`src/rtl/core/pclc_pkg.sv`:
```
package pclc_pkg;

  // Digits in one PIN
  localparam int CODE_LENGTH = 5;
  localparam int CNT_W = $clog2(CODE_LENGTH + 1);

  // Decoded key values
  localparam logic [3:0] DIGIT_MAX = 4'd9;
  localparam logic [3:0] KEY_CLEAR = 4'd10;
  localparam logic [3:0] KEY_NONE = 4'd11;

  // Failure counter limits
  localparam logic [3:0] FAIL_SAT = 4'd15;
  localparam logic [3:0] MAX_FAIL_RESET = 4'd3;

  typedef enum logic [3:0] {
    ST_TAKEN      = 4'd0,
    ST_CLEARED    = 4'd1,
    ST_UNLOCK     = 4'd2,
    ST_WRONG      = 4'd3,
    ST_LOCKOUT    = 4'd4,
    ST_CONFIRM    = 4'd5,
    ST_SAVED      = 4'd6,
    ST_MISMATCH   = 4'd7,
    ST_RESET_DONE = 4'd8
  } pclc_status_t;

  typedef logic [CODE_LENGTH-1:0][3:0] pclc_code_t;

  typedef struct packed {
    logic       req_type;
    logic [3:0] key_code;
  } pclc_in_t;

  typedef struct packed {
    pclc_status_t status;
    logic [2:0]   digits_entered;
    logic         in_setup;
    logic [3:0]   failures;
    logic [19:0]  saved_pin;
  } pclc_out_t;

  typedef struct packed {
    logic [CNT_W-1:0] entry_count;
    logic [CNT_W-1:0] confirm_count;
    logic             confirm_phase;
    logic             setup_mode;
    logic [3:0]       fail_count;
  } pclc_ctrl_t;

  // Map a keypad index (row + column*4) to its digit or clear key
  function automatic logic [3:0] key_value(input logic [3:0] code);
    logic [3:0] v;
    case (code)
      4'd0:    v = 4'd1;
      4'd1:    v = 4'd4;
      4'd2:    v = 4'd7;
      4'd3:    v = KEY_CLEAR;
      4'd4:    v = 4'd2;
      4'd5:    v = 4'd5;
      4'd6:    v = 4'd8;
      4'd7:    v = 4'd0;
      4'd8:    v = 4'd3;
      4'd9:    v = 4'd6;
      4'd10:   v = 4'd9;
      4'd11:   v = KEY_CLEAR;
      default: v = KEY_NONE;
    endcase
    return v;
  endfunction

endpackage

```
`src/rtl/core/pclc_step.sv`:
```
module pclc_step
  import pclc_pkg::*;
(
  input  pclc_in_t   item,
  input  pclc_ctrl_t ctrl,
  input  pclc_code_t entry,
  input  pclc_code_t confirm,
  input  pclc_code_t stored,
  input  logic [3:0] max_failures,
  output pclc_ctrl_t ctrl_nxt,
  output pclc_code_t entry_nxt,
  output pclc_code_t confirm_nxt,
  output logic       store_en,
  output pclc_out_t  result
);

  // Evaluate one key event against the current lock state
  always_comb begin
    logic [3:0]  key;
    logic [3:0]  fail_inc;
    logic [19:0] saved;
    pclc_status_t status;

    ctrl_nxt = ctrl;
    entry_nxt = entry;
    confirm_nxt = confirm;
    store_en = 1'b0;
    status = ST_TAKEN;
    saved = '0;
    fail_inc = (ctrl.fail_count < FAIL_SAT) ? ctrl.fail_count + 4'd1 : ctrl.fail_count;

    if (item.req_type) begin
      key = KEY_NONE;
      ctrl_nxt.setup_mode = 1'b1;
      ctrl_nxt.confirm_phase = 1'b0;
      ctrl_nxt.entry_count = '0;
      ctrl_nxt.confirm_count = '0;
      status = ST_RESET_DONE;
    end else begin
      key = key_value(item.key_code);
    end

    if (key == KEY_CLEAR) begin
      ctrl_nxt.entry_count = '0;
      if (ctrl.setup_mode) begin
        ctrl_nxt.confirm_count = '0;
        ctrl_nxt.confirm_phase = 1'b0;
      end
      status = ST_CLEARED;
    end else if (key <= DIGIT_MAX) begin
      if (ctrl.setup_mode && ctrl.confirm_phase) begin
        // Confirmation entry
        if (ctrl.confirm_count < CNT_W'(CODE_LENGTH)) begin
          for (int i = 0; i < CODE_LENGTH; i++) begin
            if (ctrl.confirm_count == CNT_W'(i)) confirm_nxt[i] = key;
          end
          ctrl_nxt.confirm_count = ctrl.confirm_count + CNT_W'(1);
          if (ctrl.confirm_count == CNT_W'(CODE_LENGTH - 1)) begin
            if (entry == confirm_nxt) begin
              store_en = 1'b1;
              for (int i = 0; i < CODE_LENGTH; i++) begin
                saved = {saved[15:0], confirm_nxt[i]};
              end
              ctrl_nxt.setup_mode = 1'b0;
              ctrl_nxt.confirm_phase = 1'b0;
              ctrl_nxt.entry_count = '0;
              status = ST_SAVED;
            end else begin
              status = ST_MISMATCH;
            end
            ctrl_nxt.confirm_count = '0;
          end
        end
      end else if (ctrl.entry_count < CNT_W'(CODE_LENGTH)) begin
        // First entry in setup, or an unlock attempt
        for (int i = 0; i < CODE_LENGTH; i++) begin
          if (ctrl.entry_count == CNT_W'(i)) entry_nxt[i] = key;
        end
        ctrl_nxt.entry_count = ctrl.entry_count + CNT_W'(1);
        if (ctrl.entry_count == CNT_W'(CODE_LENGTH - 1)) begin
          ctrl_nxt.entry_count = '0;
          if (ctrl.setup_mode) begin
            ctrl_nxt.confirm_phase = 1'b1;
            ctrl_nxt.confirm_count = '0;
            status = ST_CONFIRM;
          end else if (entry_nxt == stored) begin
            ctrl_nxt.fail_count = '0;
            status = ST_UNLOCK;
          end else if (fail_inc >= max_failures) begin
            ctrl_nxt.fail_count = '0;
            status = ST_LOCKOUT;
          end else begin
            ctrl_nxt.fail_count = fail_inc;
            status = ST_WRONG;
          end
        end
      end
    end

    result.status = status;
    result.digits_entered = (ctrl_nxt.setup_mode && ctrl_nxt.confirm_phase) ?
                            3'(ctrl_nxt.confirm_count) : 3'(ctrl_nxt.entry_count);
    result.in_setup = ctrl_nxt.setup_mode;
    result.failures = ctrl_nxt.fail_count;
    result.saved_pin = saved;
  end

endmodule

```
`src/rtl/core/pin_code_lock_controller_unit.sv`:
```
// PIN code lock controller.
// Input channel: in_valid / in_stall / in_data carry one key event per beat,
// either a keypad index (req_type 0) or a PIN reset request (req_type 1).
// Result channel: out_valid / out_stall / out_data return exactly one result
// beat per input beat, in order: status, digits in the active entry buffer,
// setup flag, failure count and, on a save, the new PIN.
// Configuration: cfg_wr_en / cfg_wr_data write the lockout limit; write it
// only while no beat is in flight.
// Path: an accepted beat passes through the input register, then the result
// register, which drives out_valid. Throughput: one beat per cycle while
// out_stall is low, set by the combinational state update between the two registers.
// Reset: the block enters setup mode with no PIN, all counts zero and the
// lockout limit at three.
// Stall: while out_stall holds a result, the result register keeps it and
// one more beat waits in the input register; in_stall rises only then.
module pin_code_lock_controller_unit
  import pclc_pkg::*;
(
  input  logic       clk,
  input  logic       rst_n,
  input  logic       in_valid,
  output logic       in_stall,
  input  pclc_in_t   in_data,
  output logic       out_valid,
  input  logic       out_stall,
  output pclc_out_t  out_data,
  input  logic       cfg_wr_en,
  input  logic [3:0] cfg_wr_data
);

  logic       s1_valid_r;
  pclc_in_t   s1_data_r;
  logic       out_valid_r;
  pclc_out_t  out_data_r;
  logic [3:0] max_fail_r;

  pclc_ctrl_t ctrl_r;
  pclc_ctrl_t ctrl_nxt;
  pclc_code_t entry_r;
  pclc_code_t entry_nxt;
  pclc_code_t confirm_r;
  pclc_code_t confirm_nxt;
  pclc_code_t stored_r;
  logic       store_en;
  pclc_out_t  result;

  logic load_out;
  logic take_in;

  // Advance the held beat when the result register is free or draining
  assign load_out = s1_valid_r && (!out_valid_r || !out_stall);
  assign in_stall = s1_valid_r && !load_out;
  assign take_in = in_valid && !in_stall;

  assign out_valid = out_valid_r;
  assign out_data = out_data_r;

  pclc_step u_step (
    .item         (s1_data_r),
    .ctrl         (ctrl_r),
    .entry        (entry_r),
    .confirm      (confirm_r),
    .stored       (stored_r),
    .max_failures (max_fail_r),
    .ctrl_nxt     (ctrl_nxt),
    .entry_nxt    (entry_nxt),
    .confirm_nxt  (confirm_nxt),
    .store_en     (store_en),
    .result       (result)
  );

  // Hold handshake state, lock control state and the lockout limit
  always_ff @(posedge clk) begin
    if (!rst_n) begin
      s1_valid_r <= 1'b0;
      out_valid_r <= 1'b0;
      max_fail_r <= MAX_FAIL_RESET;
      ctrl_r <= '{entry_count: '0, confirm_count: '0, confirm_phase: 1'b0,
                  setup_mode: 1'b1, fail_count: 4'd0};
    end else begin
      if (take_in) begin
        s1_valid_r <= 1'b1;
      end else if (load_out) begin
        s1_valid_r <= 1'b0;
      end
      if (load_out) begin
        out_valid_r <= 1'b1;
        ctrl_r <= ctrl_nxt;
      end else if (!out_stall) begin
        out_valid_r <= 1'b0;
      end
      if (cfg_wr_en) begin
        max_fail_r <= cfg_wr_data;
      end
    end
  end

  // Capture payload and digit buffers
  always_ff @(posedge clk) begin
    if (take_in) begin
      s1_data_r <= in_data;
    end
    if (load_out) begin
      out_data_r <= result;
      entry_r <= entry_nxt;
      confirm_r <= confirm_nxt;
      if (store_en) begin
        stored_r <= confirm_nxt;
      end
    end
  end

  a_stall_needs_held_beat: assert property (@(posedge clk) disable iff (!rst_n)
    in_stall |-> (s1_valid_r && out_valid_r && out_stall))
    else $error("input stalled without a blocked beat");

  a_load_shows_result: assert property (@(posedge clk) disable iff (!rst_n)
    load_out |=> out_valid_r)
    else $error("advanced beat did not reach the result register");

  a_saved_leaves_setup: assert property (@(posedge clk) disable iff (!rst_n)
    (out_valid_r && out_data_r.status == ST_SAVED) |->
      (!out_data_r.in_setup && out_data_r.digits_entered == 3'd0))
    else $error("save result still reports setup mode");

  a_lockout_clears_failures: assert property (@(posedge clk) disable iff (!rst_n)
    (out_valid_r && out_data_r.status == ST_LOCKOUT) |-> out_data_r.failures == 4'd0)
    else $error("lockout left a failure count");

  a_counts_in_range: assert property (@(posedge clk) disable iff (!rst_n)
    (ctrl_r.entry_count < CNT_W'(CODE_LENGTH)) &&
      (ctrl_r.confirm_count < CNT_W'(CODE_LENGTH)))
    else $error("digit count ran past the code length");

endmodule

```
`config.mk`:
```
export PLATFORM = sky130hd
export DESIGN_NAME = pin_code_lock_controller_unit
export DESIGN_NICKNAME = d
export VERILOG_FILES = /design/src/rtl/core/pclc_pkg.sv /design/src/rtl/core/pclc_step.sv /design/src/rtl/core/pin_code_lock_controller_unit.sv
export SDC_FILE = /design/constraint.sdc
export NUM_CORES = 1
export LEC_CHECK = 0
export BUFFER_PORTS_ARGS = -buffer_cell sky130_fd_sc_hd__buf_2
export CORE_MARGIN = 2
export CORE_UTILIZATION = 60
export CTS_CLUSTER_DIAMETER = 100
export CTS_CLUSTER_SIZE = 25
export DETAILED_ROUTE_END_ITERATION = 10
export GPL_TIMING_DRIVEN = 0
export PLACE_DENSITY = 0.8
export SYNTH_ARGS = -nofsm -noshare
export SYNTH_HDL_FRONTEND = slang
export SYNTH_SLANG_ARGS = --single-unit
```
`constraint.sdc`:
```
create_clock -name clk -period 4.2 [get_ports clk]
set_input_delay 0.21 -clock clk [delete_from_list [all_inputs] [get_ports clk]]
set_output_delay 0.21 -clock clk [all_outputs]
set_load 0.02 [all_outputs]
```
==> results of run 1 <==
## cells in the final DEF (no fill, tap or decap), types with 8 or more instances in the layout
cell / Yosys / routed
ha_1: 20 / 20
mux2_2: 8 / 8
nand3_1: 10 / 10
nand2_1: 43 / 43
buf_2: 6 / 52
clkbuf_16: 0 / 16
xor2_1: 9 / 9
mux2i_1: 43 / 43
nor2b_1: 8 / 8
dlygate4sd3_1: 0 / 11
xnor2_1: 32 / 32
clkbuf_1: 15 / 18
edfxtp_1: 97 / 97
dfxtp_1: 22 / 22
nor2_1: 48 / 46
o21ai_0: 20 / 20
nor4_1: 8 / 8
inv_1: 34 / 34
a21oi_1: 19 / 19
## per-layer routing
metal / share of wire / wire [µm] / up-vias / GRT usage
li1: - / - / 2071 / -
met1: 0.41 / 5740 / 2115 / 0.341
met2: 0.49 / 6780 / 245 / 0.423
met3: 0.071 / 990 / 41 / 0.0624
met4: 0.029 / 397 / 0 / 0.113
met5: 0 / 0 / - / 0
## cell type report
class / count / area, µm² / share of cell area
clock inverter: 11 / 151 / 0.0208
inverter: 35 / 133 / 0.0182
multi-input combinational: 354 / 2510 / 0.344
clock buffer: 20 / 425 / 0.0583
tap: 133 / 166 / 0.0228
sequential: 119 / 3350 / 0.460
buffer: 28 / 145 / 0.0199
timing repair buffer: 60 / 410 / 0.0563
## repair_timing
action,CTS,global route
setup endpoints to repair,0,0
hold buffers,11,0
hold endpoints to repair,11,0
buffers inserted,0,0
## stage by stage
step                setup TNS (ns)  hold slack [ns]
floorplan                        0            0.309
global placement             -6.64            0.390
detailed placement               0            0.391
CTS                              0           0.0394
global route                     0           0.0764
finish                           0           0.0616
## report_power, final
part / switching, mW / total [mW] / internal [mW] / leakage (nW)
combinational: 0.165 / 0.258 / 0.0933 / 1.64
clock: 0.525 / 1.43 / 0.902 / 0.268
sequential: 0.0191 / 1.33 / 1.31 / 0.994
## final timing paths
kind	end	cells after the start	from	slack, ns
max	stored_r[9]	9	s1_data_r[4]	0.52
min	max_fail_r[1]	3	cfg_wr_en	0.06
min reg2reg	max_fail_r[1]	2	max_fail_r[1]	0.48
max reg2reg	stored_r[9]	9	s1_data_r[4]	0.52
## flip-flops by register name, summed over array words and instances (netlist names), named ones only
| name | flops |
|---|---|
| confirm_r | 20 |
| ctrl_r | 12 |
| entry_r | 20 |
| max_fail_r | 4 |
| out_data | 32 |
| out_valid | 1 |
| s1_data_r | 5 |
| s1_valid_r | 1 |
| stored_r | 20 |
## kinds of logic after synthesis
| kind of cell | after synthesis | share of synthesized area |
|---|---|---|
| compound gates | 80 | 0.0853 |
| xor+xnor | 41 | 0.0586 |
| fa+ha+maj | 20 | 0.0408 |
| buf+inv | 63 | 0.0451 |
| flops | 119 | 0.547 |
| mux | 52 | 0.0886 |
| simple gates | 161 | 0.135 |
## critical path, delay by kind of cell (launching register included)
kind                   cells  cell delay (ns)
multiplexers               1             0.15
buffers and inverters      2             0.58
XOR/XNOR                   1             0.19
flip-flops                 1             0.49
AND/OR/NAND/NOR            5             1.95
==> summary.txt, run 1 <==
Yosys
  – Top post-synthesis cells by area: edfxtp_1, dfxtp_1, mux2i_1, xnor2_1, ha_1
  – Post-synth cell types: 60
  – Synth warnings: 0
  – Synth top area share: 0.475
  – Commonest cells post-synth: edfxtp_1, nor2_1, mux2i_1, nand2_1, inv_1
  – Synth area leader: edfxtp_1
  – EDFF count, synth: between 90 and 100
  – Async set-reset flop share out of synthesis: 0
  – #FFs+latches synth: 119
  – Main synth FF type: edfxtp_1
  – Syn_nets: 570
  – Sequential share of the synthesized area: 0.547
  – Syn Inst Count: 536
  – Mean Syn Cell Area: between 10 and 15 µm²
  – Syn Std Cell Area: 0.00613 mm²
  – Count leader, synth: edfxtp_1

Power and ir drop
  – Leak pwr: ~2.9 nW
  – Pwr dens: around 410 mW/mm²
  – Post-layout power: around 3 mW
  – Peak VDD IR: ~0.27 mV

Final layout
  – Post-route cell area: approximately 0.0073 mm²
  – Post-route insts no fill: between 700 and 800
  – Filler cell count: ~630
  – Share of layout cells above drive strength 1: 0.182
  – Final Util: 0.739
  – Final-stage net count: around 650
  – Diodes inserted: 0
  – Layout area overhead: 18.9%

CTS
  – Resized cells post-CTS: 0
  – Num Clock Sinks: between 100 and 150
  – Max Root-Sink Buffers: 2
  – H-tree Lvls: 4
  – Clk pin slew, worst setup/hold paths: 0.06 ns
  – CTS tree: built
  – Number of buffers created by CTS: 17
  – Root Driver: clkbuf_8
  – Clock Latency Late Sink: 0.53 ns

Die
  – Core area: 0.00986 mm²
  – # IOs: 48
  – Die height: roughly 110 µm
  – Effective utilization at floorplan: 0.622
  – # rows: 36
  – Die W: 105 µm
  – Die ar.: around 0.011 mm²

STA
  – Final WS setup: 0.520 ns
  – Final worst path period share: 0.876
  – Unrepaired setup endpoints after global routing: no
  – Clk_skew: ~0.0088 ns
  – Final Max Tran Viols: 0
  – Relative slew slack: 0.408
  – Final setup vio count: 0
  – Achievable Freq: 272 MHz
  – Final Hold Violating Endpoints: 0
  – Worst-Margin Slew: between 0.8 and 0.9 ns
  – Fin crit period: around 3.7 ns

Placed design
  – # port buffers: 46
  – Placer Congestion: 0.889
  – Post-Place Cells: between 700 and 800
  – Placed Area: 0.00660 mm²
  – Pre-CTS setup slack: between 0.5 and 0.6 ns
  – Dpl hpwl: between 9 and 10 mm

Worst setup path
  – Worst path arrival time: 3.92 ns
  – CP max stage delay: 0.55 ns
  – Worst setup EP type: flop
  – CP Class: reg2reg
  – Max FO, Critical Path: 14
  – Critical Path RT: about 4.4 ns
  – Crit-path cells: nor2b_1 -> buf_2 -> mux2i_1 -> xnor2_1 -> nor4_1 -> and3_1 -> nand3_2 -> nor2_2 -> buf_16
  – Slowest CP cell: nor2_2
  – CP startpoint kind: flop

Route
  – DRC violations left: 0
  – Pre-antenna DRT Iters: 5
  – Final wirelength: 13.9 mm
  – 1st-iter DRT viols: about 470
  – Per-cell routed wire length: roughly 18 µm
  – DRT antenna net count: 0
  – Total number of vias: 4,472
  – Avg Vias per Cell: 5.88

Global route
  – Global-route wire length before repair: 21.9 mm
  – Initial antenna violation count: 0
  – Largest net degree at the start of global routing: 54
  – Total Routing Usage GR: 0.263
  – Total grt overflow: 0
  – Vias in the first global route: between 4,000 and 5,000

Hold path
  – HP Class: in2reg

Run status
  – Status: finished clean

Job
  – Max Cap Viol: 0
Note: power is estimated with default switching activity, not from simulation.
==> run 2: changes to the inputs <==
Settings changed: PLACE_DENSITY 0.8 to 0.87.
Clock period 4.2 ns to 4.35 ns, I/O delays scaled along.
==> summary.txt, run 2 (synthesis results as in run 1) <==
CTS
  – Clock Latency Late Sink: 0.53 ns (about the same)
  – H-tree Lvls: 4 (unchanged)
  – Num Clock Sinks: 119 (unchanged)
  – Max Root-Sink Buffers: 2 (unchanged)
  – Root Driver: clkbuf_8 (unchanged)
  – Number of buffers created by CTS: 17 (unchanged)
  – CTS tree: built (unchanged)
  – Resized cells post-CTS: 0 (unchanged)
  – Clk pin slew, worst setup/hold paths: 0.06 ns (about the same)

Die
  – Core area: 0.00986 mm² (unchanged)
  – # IOs: 48 (unchanged)
  – Die ar.: 0.0110 mm² (unchanged)
  – Die height: 105 µm (unchanged)
  – # rows: 36 (unchanged)
  – Effective utilization at floorplan: 0.622 (unchanged)
  – Die W: 105 µm (unchanged)

Global route
  – Global-route wire length before repair: 23.3 mm (was 21.9 mm)
  – Total Routing Usage GR: 0.280 (was 0.263)
  – Vias in the first global route: 4,490 (was 4,269)
  – Largest net degree at the start of global routing: 37 (was 54)
  – Total grt overflow: 0 (unchanged)
  – Initial antenna violation count: 0 (unchanged)

Route
  – Per-cell routed wire length: 19.0 µm (was 18.3 µm)
  – Avg Vias per Cell: 5.93 (was 5.88)
  – 1st-iter DRT viols: 408 (was 474)
  – Total number of vias: 4,511 (was 4,472)
  – Pre-antenna DRT Iters: 5 (unchanged)
  – Final wirelength: 14.5 mm (was 13.9 mm)
  – DRC violations left: 0 (unchanged)
  – DRT antenna net count: 0 (unchanged)

STA
  – Worst-Margin Slew: 0.632 ns (was 0.884 ns)
  – Final worst path period share: 0.837 (was 0.876)
  – Achievable Freq: 275 MHz (was 272 MHz)
  – Final setup vio count: 0 (unchanged)
  – Final Max Tran Viols: 0 (unchanged)
  – Relative slew slack: 0.575 (was 0.408)
  – Final Hold Violating Endpoints: 0 (unchanged)
  – Fin crit period: 3.64 ns (was 3.68 ns)
  – Unrepaired setup endpoints after global routing: no (unchanged)
  – Clk_skew: 0.00754 ns (was 0.00879 ns)

Final layout
  – Diodes inserted: 0 (unchanged)
  – Max reg flops: 32 (unchanged)
  – Share of layout cells above drive strength 1: 0.182 (about the same)
  – Commonest non-fill, non-tap cells in the layout: edfxtp_1, buf_2, nor2_1, nand2_1, mux2i_1 (unchanged)
  – Filler cell count: 621 (was 625)
  – Layout area overhead: 19.2% (was 18.9%)
  – FF/Latch Area: 0.00335 mm² (unchanged)
  – Final-stage net count: 649 (unchanged)
  – Post-route insts no fill: 761 (was 760)
  – Multi-input logic area: 0.00251 mm² (unchanged)
  – Leading cell type in the layout, fill and taps excluded: edfxtp_1 (unchanged)

Worst setup path
  – CP Class: reg2reg (unchanged)
  – Critical Path RT: 4.59 ns (was 4.44 ns)
  – R2R depth: 10 (was 9)
  – Worst setup EP type: flop (unchanged)
  – Worst path arrival time: 3.88 ns (was 3.92 ns)
  – Reg-to-reg setup timing slack: 0.71 ns (was 0.52 ns)
  – Max FO, Critical Path: 15 (was 14)
  – CP startpoint kind: flop (unchanged)

Run status
  – Status: finished clean (unchanged)

Power and ir drop
  – Post-layout power: 2.97 mW (was 3.01 mW)
  – Pwr dens: 406 mW/mm² (was 413 mW/mm²)
  – Leak pwr: 2.92 nW (was 2.90 nW)
  – Peak VDD IR: 0.257 mV (was 0.273 mV)

Placed design
  – # port buffers: 46 (unchanged)
  – Post-Place Cells: 718 (unchanged)
  – Placer Congestion: 0.901 (was 0.889)
  – Dpl hpwl: 9.62 mm (was 9.38 mm)

Job
  – Max Cap Viol: 0 (unchanged)

Hold path
  – HP Class: in2reg (unchanged)
  – Hold path cells: 3 (unchanged)
==> run 2: layer usage <==
layer / track usage / vias up / routed length [µm]
li1: - / 2069 / -
met1: 0.340 / 2122 / 5580
met2: 0.463 / 272 / 7170
met3: 0.0705 / 48 / 1180
met4: 0.138 / 0 / 561
met5: 0 / - / 0
==> run 2: path summary, 6_finish.rpt <==
kind,from,to
max,ctrl_r[6],stored_r[1]
min,cfg_wr_en,max_fail_r[1]
max reg2reg,ctrl_r[6],stored_r[1]
min reg2reg,max_fail_r[0],max_fail_r[0]
==> run 2: where the power goes <==
group | switching, mW | leakage (nW) | internal [mW]
clock | 0.507 | 0.287 | 0.926
combinational | 0.162 | 1.63 | 0.0902
sequential | 0.0199 | 0.994 | 1.26
total | 0.689 | 2.92 | 2.28
==> run 2: area by class of cell <==
class	count	share of cell area
Sequential cell	119	0.459
Multi-Input combinational cell	354	0.343
Clock buffer	19	0.0577
Timing Repair Buffer	60	0.0551
Clock inverter	13	0.0245
Tap cell	133	0.0228
Buffer	28	0.0199
Inverter	35	0.0182
==> run 2: worst max-delay path, cell delays in order (launching register included) <==
cell and delay, ns:
dfxtp_1 0.43, inv_1 0.11, ha_1 0.23, nand2_1 0.35, mux2i_1 0.46, xor2_1 0.23
nand4_1 0.19, nor4_4 0.40, nand3_2 0.24, nor2_2 0.44, buf_8 0.24
==> run 2: per-stage QoR <==
stage               hold slack (ns)  worst slack [ns]  TNS (ns)  cell area [µm²]   util
floorplan                     0.316             0.984         0             6130      -
global placement              0.397            -0.186     -3.81             6530  0.662
detailed placement            0.399             0.784         0             6600  0.669
CTS                          0.0521             0.768         0             7310  0.741
global route                 0.0934             0.533         0             7310  0.741
finish                       0.0631             0.709         0             7310  0.741
==> run 2: what timing repair did <==
item	4_1_cts	5_1_grt
hold endpoints to repair	11	0
hold buffers	11	0
buffers inserted	0	0
endpoints found under the setup margin	0	0
==> run 3: changes to the inputs <==
Clock period 4.35 ns to 3.59 ns, I/O delays scaled along.
==> summary.txt, run 3 (synthesis results as in run 1) <==
Power and ir drop
  – Gate power share: 0.085 (about the same)
  – Flop pwr share: 0.432 (about the same)
  – P_sw: 0.838 mW (was 0.689 mW)
  – Switch share: 0.233 (was 0.232)
  – Peak VDD IR: 0.317 mV (was 0.257 mV)
  – Leak pwr: 2.92 nW (about the same)
  – Pwr dens: 491 mW/mm² (was 406 mW/mm²)
  – Internal power: 2.76 mW (was 2.28 mW)
  – Post-layout power: 3.60 mW (was 2.97 mW)
  – Clk pwr share: 0.483 (about the same)

Global route
  – Vias in the first global route: 4,490 (unchanged)
  – Total grt overflow: 0 (unchanged)
  – Largest net degree at the start of global routing: 37 (unchanged)
  – Total Routing Usage GR: 0.280 (unchanged)
  – Global-route wire length before repair: 23.3 mm (unchanged)
  – Initial antenna violation count: 0 (unchanged)

Worst setup path
  – RR Startpoint: ctrl_r[9] (was ctrl_r[6])
  – Crit-path cells: inv_1 -> ha_1 -> nand2_4 -> mux2i_1 -> xnor2_1 -> nor4_1 -> nand3_1 -> nor2_4 -> or2_2 -> o31ai_1 (was inv_1 -> ha_1 -> nand2_1 -> mux2i_1 -> xor2_1 -> nand4_1 -> nor4_4 -> nand3_2 -> nor2_2 -> buf_8)
  – CP startpoint kind: flop (unchanged)
  – Max FO, Critical Path: 8 (was 15)
  – Crit Reg-Reg Endpoint: out_data[22] (was stored_r[1])
  – CP max stage delay: 0.59 ns (was 0.46 ns)
  – CP Class: reg2reg (unchanged)
  – Critical Path RT: 3.86 ns (was 4.59 ns)
  – Reg-to-reg setup timing slack: 0.17 ns (was 0.71 ns)
  – Worst setup EP type: flop (unchanged)
  – Worst Setup EP: out_data[22] (was stored_r[1])
  – Critical path launch point: ctrl_r[9] (was ctrl_r[6])
  – R2R depth: 10 (unchanged)
  – Worst path arrival time: 3.70 ns (was 3.88 ns)
  – Slowest CP cell: nor4_1 (was mux2i_1)

STA
  – Final hold slack: 0.0310 ns (was 0.0631 ns)
  – Final WS setup: 0.165 ns (was 0.709 ns)
  – Worst-Margin Slew: 0.625 ns (was 0.632 ns)
  – Relative slew slack: 0.580 (was 0.575)
  – Unrepaired setup endpoints after global routing: no (unchanged)
  – Clk_skew: 0.00719 ns (was 0.00754 ns)
  – Final setup vio count: 0 (unchanged)
  – Final Max Tran Viols: 0 (unchanged)
  – Final Hold Violating Endpoints: 0 (unchanged)
  – Fin crit period: 3.43 ns (was 3.64 ns)
  – Achievable Freq: 292 MHz (was 275 MHz)
  – Final worst path period share: 0.954 (was 0.837)

Placed design
  – Placer Congestion: 0.901 (unchanged)
  – Pre-CTS setup slack: 0.0238 ns (was 0.784 ns)
  – Dpl hpwl: 9.62 mm (unchanged)
  – Post-Place Cells: 718 (unchanged)
  – # port buffers: 46 (unchanged)

Die
  – Die W: 105 µm (unchanged)
  – Effective utilization at floorplan: 0.622 (unchanged)
  – Die ar.: 0.0110 mm² (unchanged)
  – # rows: 36 (unchanged)
  – # IOs: 48 (unchanged)
  – Core area: 0.00986 mm² (unchanged)
  – Die height: 105 µm (unchanged)

Final layout
  – Post-route insts no fill: 763 (was 761)
  – Layout area overhead: 19.6% (was 19.2%)
  – Final Util: 0.743 (was 0.741)
  – Max reg flops: 32 (unchanged)
  – Final-stage net count: 651 (was 649)
  – Leading cell type in the layout, fill and taps excluded: edfxtp_1 (unchanged)
  – Commonest non-fill, non-tap cells in the layout: edfxtp_1, buf_2, nor2_1, nand2_1, mux2i_1 (unchanged)
  – Share of layout cells above drive strength 1: 0.187 (was 0.182)
  – Diodes inserted: 0 (unchanged)

Route
  – Total number of vias: 4,552 (was 4,511)
  – 1st-iter DRT viols: 338 (was 408)
  – Pre-antenna DRT Iters: 5 (unchanged)
  – Final wirelength: 14.6 mm (was 14.5 mm)
  – DRT antenna net count: 0 (unchanged)
  – DRC violations left: 0 (unchanged)
  – Per-cell routed wire length: 19.2 µm (was 19.0 µm)
  – Avg Vias per Cell: 5.97 (was 5.93)

CTS
  – Number of buffers created by CTS: 17 (unchanged)
  – CTS tree: built (unchanged)
  – Num Clock Sinks: 119 (unchanged)
  – Clock Latency Late Sink: 0.53 ns (about the same)
  – Clk pin slew, worst setup/hold paths: 0.05 ns (was 0.06 ns)
  – Max Root-Sink Buffers: 2 (unchanged)
  – H-tree Lvls: 4 (unchanged)
  – Root Driver: clkbuf_8 (unchanged)

Job
  – Max Cap Viol: 0 (unchanged)

Hold path
  – HP Class: in2reg (unchanged)

Run status
  – Status: finished clean (unchanged)
[run 3: cell count changes in the layout (fill, tap and decap cells not counted), sizes merged]
cell | before | now
buf | 60 | 62
[run 3: power by group through the flow]
stage	Sequential (mW)	Clock, mW	Combinational, mW
CTS	1.55	1.75	0.301
floorplan	1.60	0	0.178
finish	1.56	1.74	0.307
global route	1.56	1.80	0.331
global placement	1.58	0	0.271
detailed placement	1.58	0	0.286
[run 3: area by class of cell]
type	count	area [µm²]
Clock inverter	13	179
Clock buffer	19	422
Inverter	35	133
Timing Repair Buffer	62	418
Fill cell	614	2530
Multi-Input combinational cell	354	2520
Tap cell	133	166
Buffer	28	145
Sequential cell	119	3350
[run 3: worst min path at each step]
stage	startpoint	slack (ns)	endpoint	cells after the start
2_1_floorplan	in_data[0]	0.28	s1_data_r[0]	0
3_3_place_gp	in_data[4]	0.36	s1_data_r[4]	1
3_5_place_dp	in_data[4]	0.36	s1_data_r[4]	1
4_1_cts	cfg_wr_en	0.01	max_fail_r[1]	3
5_1_grt	cfg_wr_en	0.06	max_fail_r[1]	3
6_report	cfg_wr_en	0.03	max_fail_r[1]	3
[run 3: through the flow]
| stage | cell area (µm²) | setup TNS (ns) |
|---|---|---|
| after floorplan | 6130 | 0 |
| after detailed placement | 6600 | 0 |
| after CTS | 7310 | 0 |
| after global routing | 7330 | 0 |
| final | 7330 | 0 |
| after global placement | 6530 | -22.42 |
[run 3: critical path: cells and delay by family, from the launching register on]
| kind | cells | cell delay [ns] |
|---|---|---|
| flip-flops | 1 | 0.56 |
| XOR/XNOR | 1 | 0.15 |
| buffers and inverters | 1 | 0.18 |
| multiplexers | 1 | 0.30 |
| AND/OR/NAND/NOR | 5 | 1.58 |
| adder cells (fa/ha/maj) | 1 | 0.30 |
| AO/OA/AOI/OAI | 1 | 0.07 |
[run 3: what timing repair did]
action                                  in CTS  in global routing
setup buffers                                0                  2
endpoints found under the setup margin       0                 20
hold buffers                                11                  0
endpoints found under the hold margin       11                  0
resized for setup                            0                  3
[run 3: metal layers]
metal	vias up	track usage	wire, µm
li1	2069	-	-
met1	2159	0.340	5600
met2	276	0.463	7290
met3	48	0.0705	1190
met4	0	0.138	550
met5	-	0	0
